[config.mk]
export PLATFORM = sky130hd
export DESIGN_NAME = anchored_prefix_suffix_matcher_unit
export DESIGN_NICKNAME = d
export VERILOG_FILES = /design/src/design/apsm_pkg.sv /design/src/design/anchored_prefix_suffix_matcher_unit.sv /design/src/design/apsm_ctrl.sv /design/src/design/apsm_dp.sv
export SDC_FILE = /design/constraint.sdc
export NUM_CORES = 2
export LEC_CHECK = 0
export BUFFER_PORTS_ARGS = -buffer_cell sky130_fd_sc_hd__buf_4
export CORE_ASPECT_RATIO = 0.7
export CORE_MARGIN = 2
export CORE_UTILIZATION = 35
export DETAILED_ROUTE_END_ITERATION = 10
export GPL_TIMING_DRIVEN = 0
export HOLD_SLACK_MARGIN = 0.05
export MAX_ROUTING_LAYER = met4
export PLACE_DENSITY = 0.52
export SYNTH_ARGS = -nofsm -noshare
export SYNTH_HDL_FRONTEND = slang
export SYNTH_SLANG_ARGS = --single-unit
[constraint.sdc]
create_clock -name clk -period 6.1 [get_ports clk]
set_input_delay 0.915 -clock clk [delete_from_list [all_inputs] [get_ports clk]]
set_output_delay 0.915 -clock clk [all_outputs]
set_load 0.02 [all_outputs]
[src/design/apsm_pkg.sv]
// Shared types and constants for the anchored prefix/suffix matcher.
package apsm_pkg;

  localparam int          PAT_MAX_DEF     = 32;
  localparam longint unsigned SUBJECT_MAX_DEF = 64'd65535;
  localparam int          DEPTH_LIMIT     = 32767;

  // Pattern metacharacters
  localparam logic [7:0] CH_HEAD  = 8'h5E;
  localparam logic [7:0] CH_TAIL  = 8'h24;
  localparam logic [7:0] CH_OPEN  = 8'h28;
  localparam logic [7:0] CH_CLOSE = 8'h29;
  localparam logic [7:0] CH_OR    = 8'h7C;
  localparam logic [7:0] CH_ANY   = 8'h2E;

  typedef enum logic [1:0] {
    ACT_PAT   = 2'd0,
    ACT_SUBJ  = 2'd1,
    ACT_CLR   = 2'd2,
    ACT_EMPTY = 2'd3
  } action_t;

  typedef enum logic [2:0] {
    S_IDLE,
    S_VCHK,
    S_HWALK,
    S_TWALK,
    S_DONE
  } state_t;

  // Controller to datapath
  typedef struct packed {
    logic pat_step;
    logic pat_clear;
    logic pat_res;
    logic subj_step;
    logic subj_clear;
    logic vchk;
    logic hwalk;
    logic twalk;
    logic verdict;
  } cmd_t;

  // Datapath to controller
  typedef struct packed {
    logic head_done;
    logic tail_done;
  } stat_t;

endpackage

[src/design/anchored_prefix_suffix_matcher_unit.sv]
// Top level of the anchored prefix/suffix matcher.
// Pattern and subject requests are taken one at a time. A request that is not
// the last of its pattern or subject is taken without a stall, so a stream
// runs at one byte per cycle. The last pattern byte, or an empty-pattern
// request, gives a compile status in the cycle after it is taken. The last
// subject byte, or an empty-subject request, starts the verdict walk: a check
// step, then a walk over the head positions the stream did not reach, then a
// walk over the tail table positions when the tail anchor is set; a check that
// has already failed ends either walk at once. The walk over the tail table
// reads one stored subject byte per cycle, and the verdict is offered in the
// cycle after the walk ends. No new request is taken from the moment a result
// is due until that result has been taken.
module anchored_prefix_suffix_matcher_unit #(
  parameter int              PAT_MAX     = apsm_pkg::PAT_MAX_DEF,
  parameter longint unsigned SUBJECT_MAX = apsm_pkg::SUBJECT_MAX_DEF
) (
  input  logic       clk,
  input  logic       rst_n,
  input  logic       in_valid,
  output logic       in_stall,
  input  logic [1:0] in_action,
  input  logic [7:0] in_data_byte,
  input  logic       in_last,
  output logic       out_valid,
  input  logic       out_stall,
  output logic       out_kind,
  output logic       out_pattern_error,
  output logic       out_matched
);
  import apsm_pkg::*;

  cmd_t  cmd;
  stat_t st;

  apsm_ctrl u_ctrl (
    .clk       (clk),
    .rst_n     (rst_n),
    .in_valid  (in_valid),
    .in_stall  (in_stall),
    .in_action (in_action),
    .in_last   (in_last),
    .out_valid (out_valid),
    .out_stall (out_stall),
    .cmd       (cmd),
    .st        (st)
  );

  apsm_dp #(
    .PAT_MAX     (PAT_MAX),
    .SUBJECT_MAX (SUBJECT_MAX)
  ) u_dp (
    .clk       (clk),
    .rst_n     (rst_n),
    .data_byte (in_data_byte),
    .cmd       (cmd),
    .st        (st),
    .res_kind  (out_kind),
    .res_err   (out_pattern_error),
    .res_match (out_matched)
  );

endmodule

[src/design/apsm_ctrl.sv]
// Sequencing FSM: request decode, verdict walk steps and result handshake.
module apsm_ctrl (
  input  logic            clk,
  input  logic            rst_n,
  input  logic            in_valid,
  output logic            in_stall,
  input  logic [1:0]      in_action,
  input  logic            in_last,
  output logic            out_valid,
  input  logic            out_stall,
  output apsm_pkg::cmd_t  cmd,
  input  apsm_pkg::stat_t st
);
  import apsm_pkg::*;

  state_t state_r, state_nxt;

  // State register
  always_ff @(posedge clk) begin
    if (!rst_n) begin
      state_r <= S_IDLE;
    end else begin
      state_r <= state_nxt;
    end
  end

  // Next state and commands
  always_comb begin
    state_nxt = state_r;
    cmd       = '0;
    in_stall  = 1'b1;
    out_valid = 1'b0;
    case (state_r)
      S_IDLE: begin
        in_stall = 1'b0;
        if (in_valid) begin
          case (action_t'(in_action))
            ACT_PAT: begin
              cmd.pat_step = 1'b1;
              cmd.pat_res  = in_last;
              if (in_last) state_nxt = S_DONE;
            end
            ACT_CLR: begin
              cmd.pat_clear = 1'b1;
              cmd.pat_res   = 1'b1;
              state_nxt     = S_DONE;
            end
            ACT_SUBJ: begin
              cmd.subj_step = 1'b1;
              if (in_last) state_nxt = S_VCHK;
            end
            ACT_EMPTY: begin
              cmd.subj_clear = 1'b1;
              state_nxt      = S_VCHK;
            end
            default: state_nxt = S_IDLE;
          endcase
        end
      end
      S_VCHK: begin
        cmd.vchk  = 1'b1;
        state_nxt = S_HWALK;
      end
      S_HWALK: begin
        cmd.hwalk = 1'b1;
        if (st.head_done) state_nxt = S_TWALK;
      end
      S_TWALK: begin
        cmd.twalk = 1'b1;
        if (st.tail_done) begin
          cmd.verdict = 1'b1;
          state_nxt   = S_DONE;
        end
      end
      S_DONE: begin
        out_valid = 1'b1;
        if (!out_stall) state_nxt = S_IDLE;
      end
      default: state_nxt = S_IDLE;
    endcase
  end

  // A result waiting at the output blocks new requests
  a_done_stalls: assert property (@(posedge clk) disable iff (!rst_n)
    out_valid |-> in_stall) else $error("request taken while result pending");

  // Last pattern byte yields a status right after
  a_pat_res: assert property (@(posedge clk) disable iff (!rst_n)
    (in_valid && !in_stall && in_action == ACT_PAT && in_last) |=> out_valid)
    else $error("missing compile status");

  // Walk commands never overlap
  a_walk_excl: assert property (@(posedge clk) disable iff (!rst_n)
    !(cmd.hwalk && cmd.twalk) && !(cmd.vchk && cmd.verdict))
    else $error("overlapping walk commands");

endmodule

[src/design/apsm_dp.sv]
// Datapath: pattern tables, compile context, subject tracking and verdict walk.
module apsm_dp #(
  parameter int              PAT_MAX     = apsm_pkg::PAT_MAX_DEF,
  parameter longint unsigned SUBJECT_MAX = apsm_pkg::SUBJECT_MAX_DEF
) (
  input  logic            clk,
  input  logic            rst_n,
  input  logic [7:0]      data_byte,
  input  apsm_pkg::cmd_t  cmd,
  output apsm_pkg::stat_t st,
  output logic            res_kind,
  output logic            res_err,
  output logic            res_match
);
  import apsm_pkg::*;

  localparam int LW = $clog2(PAT_MAX + 1);
  localparam int RW = $clog2(PAT_MAX);
  localparam int CW = $clog2(SUBJECT_MAX + 1);
  localparam int MW = (CW > LW) ? CW : LW;

  typedef enum logic [1:0] {TBL_HC, TBL_HA, TBL_TC, TBL_TA} tbl_t;

  // Tables and subject ring
  logic [7:0] hc_r [PAT_MAX];
  logic [7:0] ha_r [PAT_MAX];
  logic [7:0] tc_r [PAT_MAX];
  logic [7:0] ta_r [PAT_MAX];
  logic [7:0] ring_r [PAT_MAX];

  // Compile context
  logic [LW-1:0]      hl_r, hl_nxt, tl_r, tl_nxt, alti_r, alti_nxt;
  logic [1:0]         anc_r, anc_nxt;
  logic               side_r, side_nxt, altm_r, altm_nxt, ovf_r, ovf_nxt;
  logic               inpat_r, inpat_nxt;
  logic signed [15:0] depth_r, depth_nxt;

  // Subject progress
  logic [LW-1:0] pos_r, pos_nxt;
  logic          skip_r, skip_nxt, mism_r, mism_nxt, ovr_r, ovr_nxt;
  logic [CW-1:0] cnt_r, cnt_nxt;
  logic [RW-1:0] wr_r, wr_nxt;

  // Verdict walk
  logic          vfail_r, vfail_nxt;
  logic [LW-1:0] ti_r, ti_nxt, rem_r, rem_nxt;
  logic [RW-1:0] rp_r, rp_nxt;

  // Result register
  logic res_kind_r, res_kind_nxt, res_err_r, res_err_nxt, res_match_r, res_match_nxt;

  // Table write controls
  logic          tbl_clr, wr_en;
  tbl_t          wr_sel;
  logic [RW-1:0] wr_idx;
  logic          ring_we;

  // Read ports
  logic [7:0] h_ch, h_alt, t_ch, t_alt, t_byte;
  logic       clr_subj;
  logic [LW-1:0] lit_idx;
  logic [LW:0]   rp_sum;
  logic [RW:0]   rp_adv;
  logic          adv2;

  assign h_ch   = hc_r[pos_r[RW-1:0]];
  assign h_alt  = ha_r[pos_r[RW-1:0]];
  assign t_ch   = tc_r[ti_r[RW-1:0]];
  assign t_alt  = ta_r[ti_r[RW-1:0]];
  assign t_byte = (rem_r != '0) ? ring_r[rp_r] : 8'h00;

  assign st.head_done = (pos_r >= hl_r) || vfail_r;
  assign st.tail_done = !anc_r[1] || (ti_r >= tl_r) || vfail_r;

  // Next-state logic for all request and walk steps
  always_comb begin
    tbl_clr  = cmd.pat_clear || (cmd.pat_step && !inpat_r);
    clr_subj = tbl_clr || cmd.subj_clear || cmd.verdict;
    wr_en    = 1'b0;
    wr_sel   = TBL_HC;
    wr_idx   = '0;
    ring_we  = 1'b0;
    lit_idx  = '0;
    rp_sum   = '0;
    rp_adv   = '0;
    adv2     = 1'b0;

    hl_nxt    = tbl_clr ? '0 : hl_r;
    tl_nxt    = tbl_clr ? '0 : tl_r;
    alti_nxt  = tbl_clr ? '0 : alti_r;
    anc_nxt   = tbl_clr ? '0 : anc_r;
    side_nxt  = tbl_clr ? 1'b0 : side_r;
    altm_nxt  = tbl_clr ? 1'b0 : altm_r;
    ovf_nxt   = tbl_clr ? 1'b0 : ovf_r;
    depth_nxt = tbl_clr ? '0 : depth_r;
    inpat_nxt = cmd.pat_clear ? 1'b0 : inpat_r;

    pos_nxt  = pos_r;
    skip_nxt = skip_r;
    mism_nxt = mism_r;
    ovr_nxt  = ovr_r;
    cnt_nxt  = cnt_r;
    wr_nxt   = wr_r;

    vfail_nxt = vfail_r;
    ti_nxt    = ti_r;
    rem_nxt   = rem_r;
    rp_nxt    = rp_r;

    res_kind_nxt  = res_kind_r;
    res_err_nxt   = res_err_r;
    res_match_nxt = res_match_r;

    // Pattern byte compile
    if (cmd.pat_step) begin
      inpat_nxt = 1'b1;
      if (data_byte == CH_HEAD) begin
        anc_nxt[0] = 1'b1;
        side_nxt   = 1'b0;
      end else if (data_byte == CH_TAIL) begin
        anc_nxt[1] = 1'b1;
        side_nxt   = 1'b1;
      end else if (data_byte == CH_CLOSE) begin
        if (depth_nxt > -16'(DEPTH_LIMIT)) depth_nxt = depth_nxt - 16'sd1;
        else ovf_nxt = 1'b1;
        alti_nxt = '0;
        altm_nxt = 1'b0;
      end else if (data_byte == CH_OPEN) begin
        if (depth_nxt < 16'(DEPTH_LIMIT)) depth_nxt = depth_nxt + 16'sd1;
        else ovf_nxt = 1'b1;
        alti_nxt = side_nxt ? tl_nxt : hl_nxt;
      end else if (data_byte == CH_OR) begin
        altm_nxt = 1'b1;
      end else begin
        lit_idx = altm_nxt ? alti_nxt : (side_nxt ? tl_nxt : hl_nxt);
        if (lit_idx < LW'(PAT_MAX)) begin
          wr_en  = 1'b1;
          wr_idx = lit_idx[RW-1:0];
          if (altm_nxt) begin
            wr_sel   = side_nxt ? TBL_TA : TBL_HA;
            alti_nxt = alti_nxt + 1'b1;
          end else if (side_nxt) begin
            wr_sel = TBL_TC;
            tl_nxt = tl_nxt + 1'b1;
          end else begin
            wr_sel = TBL_HC;
            hl_nxt = hl_nxt + 1'b1;
          end
        end else begin
          ovf_nxt = 1'b1;
        end
      end
      if (cmd.pat_res) inpat_nxt = 1'b0;
    end

    if (cmd.pat_res) begin
      res_kind_nxt  = 1'b0;
      res_err_nxt   = cmd.pat_step && ((depth_nxt != 16'sd0) || ovf_nxt);
      res_match_nxt = 1'b0;
    end

    if (clr_subj) begin
      pos_nxt  = '0;
      skip_nxt = 1'b0;
      mism_nxt = 1'b0;
      ovr_nxt  = 1'b0;
      cnt_nxt  = '0;
    end

    // Subject byte: prefix step and ring write
    if (cmd.subj_step) begin
      if (skip_r) begin
        skip_nxt = 1'b0;
      end else if (pos_r < hl_r) begin
        if (h_ch == CH_ANY) begin
          if (data_byte[7]) skip_nxt = 1'b1;
        end else if (h_ch != data_byte && h_alt != data_byte) begin
          mism_nxt = 1'b1;
        end
        pos_nxt = pos_r + 1'b1;
      end else begin
        ovr_nxt = 1'b1;
      end
      ring_we = 1'b1;
      wr_nxt  = (wr_r == RW'(PAT_MAX - 1)) ? '0 : wr_r + 1'b1;
      if (cnt_r != CW'(SUBJECT_MAX)) cnt_nxt = cnt_r + 1'b1;
    end

    // Verdict setup: quick checks and tail walk start
    if (cmd.vchk) begin
      vfail_nxt = (MW'(cnt_r) < MW'(hl_r)) || mism_r
               || (!anc_r[0] && hl_r != '0 && (pos_r < hl_r || skip_r || ovr_r))
               || (anc_r[1] && MW'(cnt_r) < MW'(tl_r));
      rp_sum = (LW+1)'(wr_r) + (LW+1)'(PAT_MAX) - (LW+1)'(tl_r);
      if (rp_sum >= (LW+1)'(PAT_MAX)) rp_sum = rp_sum - (LW+1)'(PAT_MAX);
      rp_nxt  = rp_sum[RW-1:0];
      rem_nxt = tl_r;
      ti_nxt  = '0;
    end

    // Head walk over positions the stream did not reach
    if (cmd.hwalk && !st.head_done) begin
      if (h_ch != CH_ANY && h_ch != 8'h00 && h_alt != 8'h00) vfail_nxt = 1'b1;
      pos_nxt = pos_r + 1'b1;
    end

    // Tail walk, one table position a cycle
    if (cmd.twalk && !st.tail_done) begin
      if (t_ch == CH_ANY) begin
        adv2 = t_byte[7];
      end else if (t_ch != t_byte && t_alt != t_byte) begin
        vfail_nxt = 1'b1;
      end
      rp_adv = (RW+1)'(rp_r) + (RW+1)'(1) + (RW+1)'(adv2);
      if (rp_adv >= (RW+1)'(PAT_MAX)) rp_adv = rp_adv - (RW+1)'(PAT_MAX);
      rp_nxt = rp_adv[RW-1:0];
      if (rem_r > LW'(32'd1 + 32'(adv2))) rem_nxt = rem_r - LW'(32'd1 + 32'(adv2));
      else rem_nxt = '0;
      ti_nxt = ti_r + 1'b1;
    end

    if (cmd.verdict) begin
      res_kind_nxt  = 1'b1;
      res_err_nxt   = 1'b0;
      res_match_nxt = !vfail_r;
    end
  end

  // Control registers
  always_ff @(posedge clk) begin
    if (!rst_n) begin
      hl_r    <= '0;
      tl_r    <= '0;
      alti_r  <= '0;
      anc_r   <= '0;
      side_r  <= 1'b0;
      altm_r  <= 1'b0;
      ovf_r   <= 1'b0;
      inpat_r <= 1'b0;
      depth_r <= '0;
      pos_r   <= '0;
      skip_r  <= 1'b0;
      mism_r  <= 1'b0;
      ovr_r   <= 1'b0;
      cnt_r   <= '0;
      wr_r    <= '0;
      vfail_r <= 1'b0;
      ti_r    <= '0;
    end else begin
      hl_r    <= hl_nxt;
      tl_r    <= tl_nxt;
      alti_r  <= alti_nxt;
      anc_r   <= anc_nxt;
      side_r  <= side_nxt;
      altm_r  <= altm_nxt;
      ovf_r   <= ovf_nxt;
      inpat_r <= inpat_nxt;
      depth_r <= depth_nxt;
      pos_r   <= pos_nxt;
      skip_r  <= skip_nxt;
      mism_r  <= mism_nxt;
      ovr_r   <= ovr_nxt;
      cnt_r   <= cnt_nxt;
      wr_r    <= wr_nxt;
      vfail_r <= vfail_nxt;
      ti_r    <= ti_nxt;
    end
  end

  // Payload registers
  always_ff @(posedge clk) begin
    rem_r       <= rem_nxt;
    rp_r        <= rp_nxt;
    res_kind_r  <= res_kind_nxt;
    res_err_r   <= res_err_nxt;
    res_match_r <= res_match_nxt;
  end

  // Tables: cleared at a new pattern, one write per compiled literal
  always_ff @(posedge clk) begin
    if (tbl_clr) begin
      for (int i = 0; i < PAT_MAX; i++) begin
        hc_r[i] <= 8'h00;
        ha_r[i] <= 8'h00;
        tc_r[i] <= 8'h00;
        ta_r[i] <= 8'h00;
      end
    end
    if (wr_en) begin
      case (wr_sel)
        TBL_HC:  hc_r[wr_idx] <= data_byte;
        TBL_HA:  ha_r[wr_idx] <= data_byte;
        TBL_TC:  tc_r[wr_idx] <= data_byte;
        TBL_TA:  ta_r[wr_idx] <= data_byte;
        default: hc_r[wr_idx] <= data_byte;
      endcase
    end
  end

  // Recent subject bytes
  always_ff @(posedge clk) begin
    if (ring_we) ring_r[wr_r] <= data_byte;
  end

  assign res_kind  = res_kind_r;
  assign res_err   = res_err_r;
  assign res_match = res_match_r;

  // Table fill never passes the table size
  a_len_bound: assert property (@(posedge clk) disable iff (!rst_n)
    hl_r <= LW'(PAT_MAX) && tl_r <= LW'(PAT_MAX)) else $error("table length overrun");

  // Tail walk index stays within the tail table
  a_ti_bound: assert property (@(posedge clk) disable iff (!rst_n)
    cmd.twalk |-> ti_r <= tl_r) else $error("tail walk past table");

endmodule
# == Yosys cells after proc, flatten, opt, wreduce, memory -nomap -nowiden ==
# Memory sizes are Yosys's and may differ from the RTL's. A register that Yosys moved wholly into a read port is not among the register bits.
# Index checks and enable logic that the tools add are counted.
# totals
mem_bits_rw,1280
input_bits,15
memories,5
reg_bits,94
word_cells,321
out_inout_bits,5
# classes
mux,191
n_eq_ne,30
magnitude_cmp,11
n_addsub,17
n_reduce_logical,44
# mem_list
memory,depth,width,rd,rd_clocked_by_memory_dff,write_ports,line,text
u_dp.ha_r,32,8,1,1,32,apsm_dp.sv:26,logic [7:0] ha_r [PAT_MAX];
u_dp.hc_r,32,8,1,1,33,apsm_dp.sv:25,logic [7:0] hc_r [PAT_MAX];
u_dp.ring_r,32,8,1,1,1,apsm_dp.sv:29,logic [7:0] ring_r [PAT_MAX];
u_dp.ta_r,32,8,1,1,32,apsm_dp.sv:28,logic [7:0] ta_r [PAT_MAX];
u_dp.tc_r,32,8,1,1,32,apsm_dp.sv:27,logic [7:0] tc_r [PAT_MAX];
# ops
op,count
$mux W6,41
$mux W16,11
$mux W5,24
$mux W1,89
$eq A8 B6 Y1 const B,5
$lt A16 B6 Y1,2
$mux W8,4
$ne A8 B8 Y1,4
$add A6 B1 Y6 const B,5
$mux W2,13
$reduce_or A8 Y1,3
$mux W3,6
$add A16 B1 Y16 const B,1
$add A16 B2 Y16 const B,1
$eq A8 B7 Y1 const B,2
$gt A16 B16 Y1 const B,1
$lt A16 B16 Y1 const B,1
$ne A16 B16 Y1 const B,1
$reduce_bool A16 Y1,1
$reduce_bool A8 Y1,2
$sub A16 B2 Y16 const B,1
$pmux W3 S5,1
$ge A6 B6 Y1,2
$logic_or A1 B1 Y1,12
32 further kinds,60

# == Logic depth before layout (Yosys ltp) ==
# logic_depth
ltp_word,23
ltp_mapped,17
depth_no_buf,14

# == Hierarchy ==
# Synthesis repeated with hierarchy kept, for this count alone.
# unflattened
hier_cells,4425
hier_area_um2,64209.1
# modules_own_cells
mod,n_inst,cells_each,seq_area_each_um2,area_each_um2
apsm_dp,1,4384,40578.9,63933.8
apsm_ctrl,1,41,60.1,275.3

# == Worst setup path before layout ==
# OpenSTA, ideal clock, no wires.
# synth_timing
kind,input to register
start,input in_valid
end,memory u_dp.ha_r[17][0] (enable)
path_stages,10
setup_time_ns,0.384
arrival_ns,3.762
n_path_buf,3
slack_ns,1.954
required_time_ns,5.716
path_cell_list,clkbuf_1 -> nor2b_1 -> and2_1 -> nand3_1 -> or4_1 -> buf_2 -> nor4_4 -> nand2_1 -> clkbuf_1 -> o21ai_0
# synth_lines
element,line,text
"start, declared",anchored_prefix_suffix_matcher_unit.sv:19,"input logic in_valid,"
"end, declared",apsm_dp.sv:26,

==> reports/results.tsv <==
stage	metric	value	unit
die	die_area	187000	um^2
synth	yosys_warnings	0	
die	fp.dieW	516	um
timing	timing.final.crit_period	6.02	ns
global_route	grt_max_degree	34	
timing	slew_viol_final	44	
cts	postCtsHoldBufs	0	
global_route	track_usage	23.4	%
drt	finalWirelength	213000	um
placement	dp_cells	6906	
global_route	grt_pass1_vias	38500	
timing	timing.fmax	166	MHz
worst_setup_path	path_max_fanout	33	
placement	placed_cell_area	67700	um^2
drt	firstDrtPassIters	6	
placement	dp_hpwl	152000	um
finish	final_area	72300	um^2
outcome	violations	capacitance limit, slew limit	
cts	cts_buffers	138	
synth	synth_fa_ha_area_share	0.919	%
pwr	powerDensity	291	nW/um^2
timing	setup-violations-final	0	
min_path	hold_class	input pin to register	
cts	htree_levels	4	
drt	via_count	40100	
cts	cts_tree	done	
placement	dp_slack	-1.15	ns
worst_setup_path	critPathArrivalTime	6.50	ns
synth	synth-simple-area-share	15.0	%
outcome	status	finished with violations	
finish	layout_commonest_cell	edfxtp_1	
synth	syn_nets	4463	
finish	nNetsFinal	4648	
worst_setup_path	end_kind	register	
timing	rsz0062_at_grt	no	
finish	fillCellCount	17000	
placement	port_buffers	18	
synth	syn-cell-area	64300	um^2
placement	finalWeightedCongestion	0.937	
synth	synth_seq_area_share	63.2	%
worst_setup_path	path_delay_family	simple AND/OR/NAND/NOR gates	
finish	final_cell_mix	edfxtp_1 (1292), and2_1 (1045), mux4_2 (348), clkbuf_1 (274), nor2_1 (273)	
synth	avgSynthCellArea	14.6	um^2
die	die_h	362	um
synth	synth-compound-area-share	4.02	%
cts	cts_root_buffer	clkbuf_16	
finish	fin_cells	7165	
synth	ys.flop_type	edfxtp_1	
drt	wl_met3	23600	um
die	coreArea	182000	um^2
cts	clk_pin_slew	0.06	ns
die	start_util	35.3	%
synth	synthCells	4402	
pwr	p_leak	0.0232	uW
synth	async_reset_ff_share	0	%
drt	wl_met1	102000	um
worst_setup_path	critical_path_class	input pin to register	
drt	wl_per_cell	29.8	um
synth	synth_edf_count	1292	
finish	register_area	40600	um^2
die	rows	131	
drt	dr_wl_met2	83900	um
timing	fin_ws	0.0831	ns
timing	worst_slew_pin_slew	1.59	ns
synth	synth_top_family_by_area	simple AND/OR/NAND/NOR gates	
global_route	antenna_found_initial	15	
finish	multiInputGateArea	22200	um^2
worst_setup_path	cp_slowest_cell	nand2_1	
worst_setup_path	critPathLaunchType	input pin	
drt	ant_nets	0	
synth	synth.ff_latch_count	1384	
timing	slew_headroom	-6.05	%
worst_setup_path	crit_chain	buf_4 -> clkbuf_1 -> nand4b_1 -> and3_1 -> nand2_1 -> nor3_1 -> and3_1 -> clkbuf_1 -> nand2_1 -> o21ai_0 -> buf_2	
die	io_pins	20	
flow_run	cap_violations	4	
global_route	grt_pass1_wl	300000	um
synth	synth.area.mux_share	13.7	%
finish	syn_to_final_growth	12.5	%
worst_setup_path	critPathRequiredTime	6.58	ns
timing	finClkSkew	0.0289	ns
pwr	p_total	21000	uW
cts	cts_sinks	1384	
cts	clockBufferDepth	3	
global_route	overflow	0	
drt	routed.top_layer	met4	
drt	drc	0	
synth	synthXorXnorAreaFrac	0.886	%
synth	ys_types	75	
cts	clock_latency	0.80	ns
drt	viasPerCell	5.60	
finish	drive_above_1_share	15.1	%
pwr	ir_drop	0.000310	V
timing	final_hold_viol_count	0	
worst_setup_path	crit_path_max_incr_delay	0.91	ns
timing	fin_crit_sh	98.6	%
drt	initialDrtViolationCount	5816	
worst_setup_path	path_buf_inv	4	
-- worst reg2reg max path: stages, from the launching register on --
cell and delay [ns]:
dfxtp_1 0.45, buf_1 0.70, clkbuf_1 1.20, clkbuf_1 0.84, mux4_2 0.53, mux4_2 0.49
mux2i_1 0.27, xor2_1 0.18, nand4_1 0.11, nor4_1 0.87, o31ai_1 0.10
-- through the flow --
step,util (%),hold WS [ns],TNS [ns]
global placement,37.0,0.433,-1095.98
finish,39.7,0.394,0
global route,39.6,0.392,0
CTS,39.6,0.353,-6.66
floorplan,-,0.447,0
detailed placement,37.1,0.436,-678.49
-- power by group --
part | internal [uW] | switching [uW] | total, uW | leakage, uW
clock | 4950 | 3860 | 8820 | 0.00223
sequential | 10800 | 114 | 10900 | 0.0128
combinational | 366 | 953 | 1320 | 0.00816
total | 16100 | 4930 | 21000 | 0.0232
-- cells in the mapped netlist (25+ instances only) --
cell type	count	area share (%)
ha_1	44	0.86
o21ai_0	170	1.3
nor3_1	28	0.22
and2_1	1045	10
buf_2	45	0.35
inv_1	32	0.19
edfxtp_1	1292	60
nand2_1	129	0.75
mux4_2	348	12
xnor2_1	37	0.50
dfxtp_1	92	2.9
nor2_1	273	1.6
nor2b_1	25	0.24
xor2_1	28	0.38
mux2i_1	72	1.1
clkbuf_1	253	1.5
nand3_1	48	0.37
a21oi_1	85	0.66
-- path summary, 6_finish.rpt --
path         cells after the start                 to       startpoint  slack, ns
max reg2reg                     10        u_dp.mism_r    u_dp.pos_r[1]       0.21
min reg2reg                      2      u_dp.res_kind    u_dp.res_kind       0.44
min                              3  u_ctrl.state_r[2]        out_stall       0.39
max                             11   u_dp.ta_r[15][3]  in_data_byte[3]       0.08
-- state kept, by name, summed over array words and instances (netlist names), 2 cells and up, named ones only --
name	flops
u_dp.hl_r	6
u_dp.tc_r	256
u_ctrl.state_r	3
u_dp.rem_r	6
u_dp.ta_r	256
u_dp.cnt_r	16
u_dp.ti_r	6
u_dp.anc_r	2
u_dp.wr_r	5
u_dp.alti_r	6
u_dp.depth_r	16
u_dp.hc_r	256
u_dp.pos_r	6
u_dp.ring_r	256
u_dp.rp_r	5
u_dp.ha_r	256
u_dp.tl_r	6
-- layer usage --
| layer | up-vias | global-route usage (%) |
|---|---|---|
| met1 | 20900 | 37.0 |
| met5 | - | - |
| met3 | 252 | 5.41 |
| li1 | 16900 | - |
| met4 | 0 | 5.32 |
| met2 | 2045 | 29.6 |
-- area by class of cell --
class / instances / area share (%)
multi-input cells: 2663 / 30.8
clock inverters: 64 / 0.800
repair buffers: 52 / 0.523
clock buffers: 185 / 5.47
inverters: 33 / 0.171
well taps: 2460 / 4.26
flip-flops and latches: 1384 / 56.2
diodes: 9 / 0.0312
plain buffers: 315 / 1.75
-- cell families after synthesis --
| group | after synthesis |
|---|---|
| AOI/OAI and AO/OA | 416 |
| xor gates and xnor gates | 65 |
| adders and majority gates | 46 |
| buffers and inverters | 355 |
| DFF | 1384 |
| muxes | 443 |
| and+or+nand+nor | 1693 |
-- what timing repair did --
| action | in CTS | in global routing |
|---|---|---|
| setup endpoints to repair | 200 | 356 |
| setup buffers | 3 | 0 |
| resized for setup | 19 | 6 |
| pin swaps | 3 | 0 |
Power figures use the tool's default switching activity.
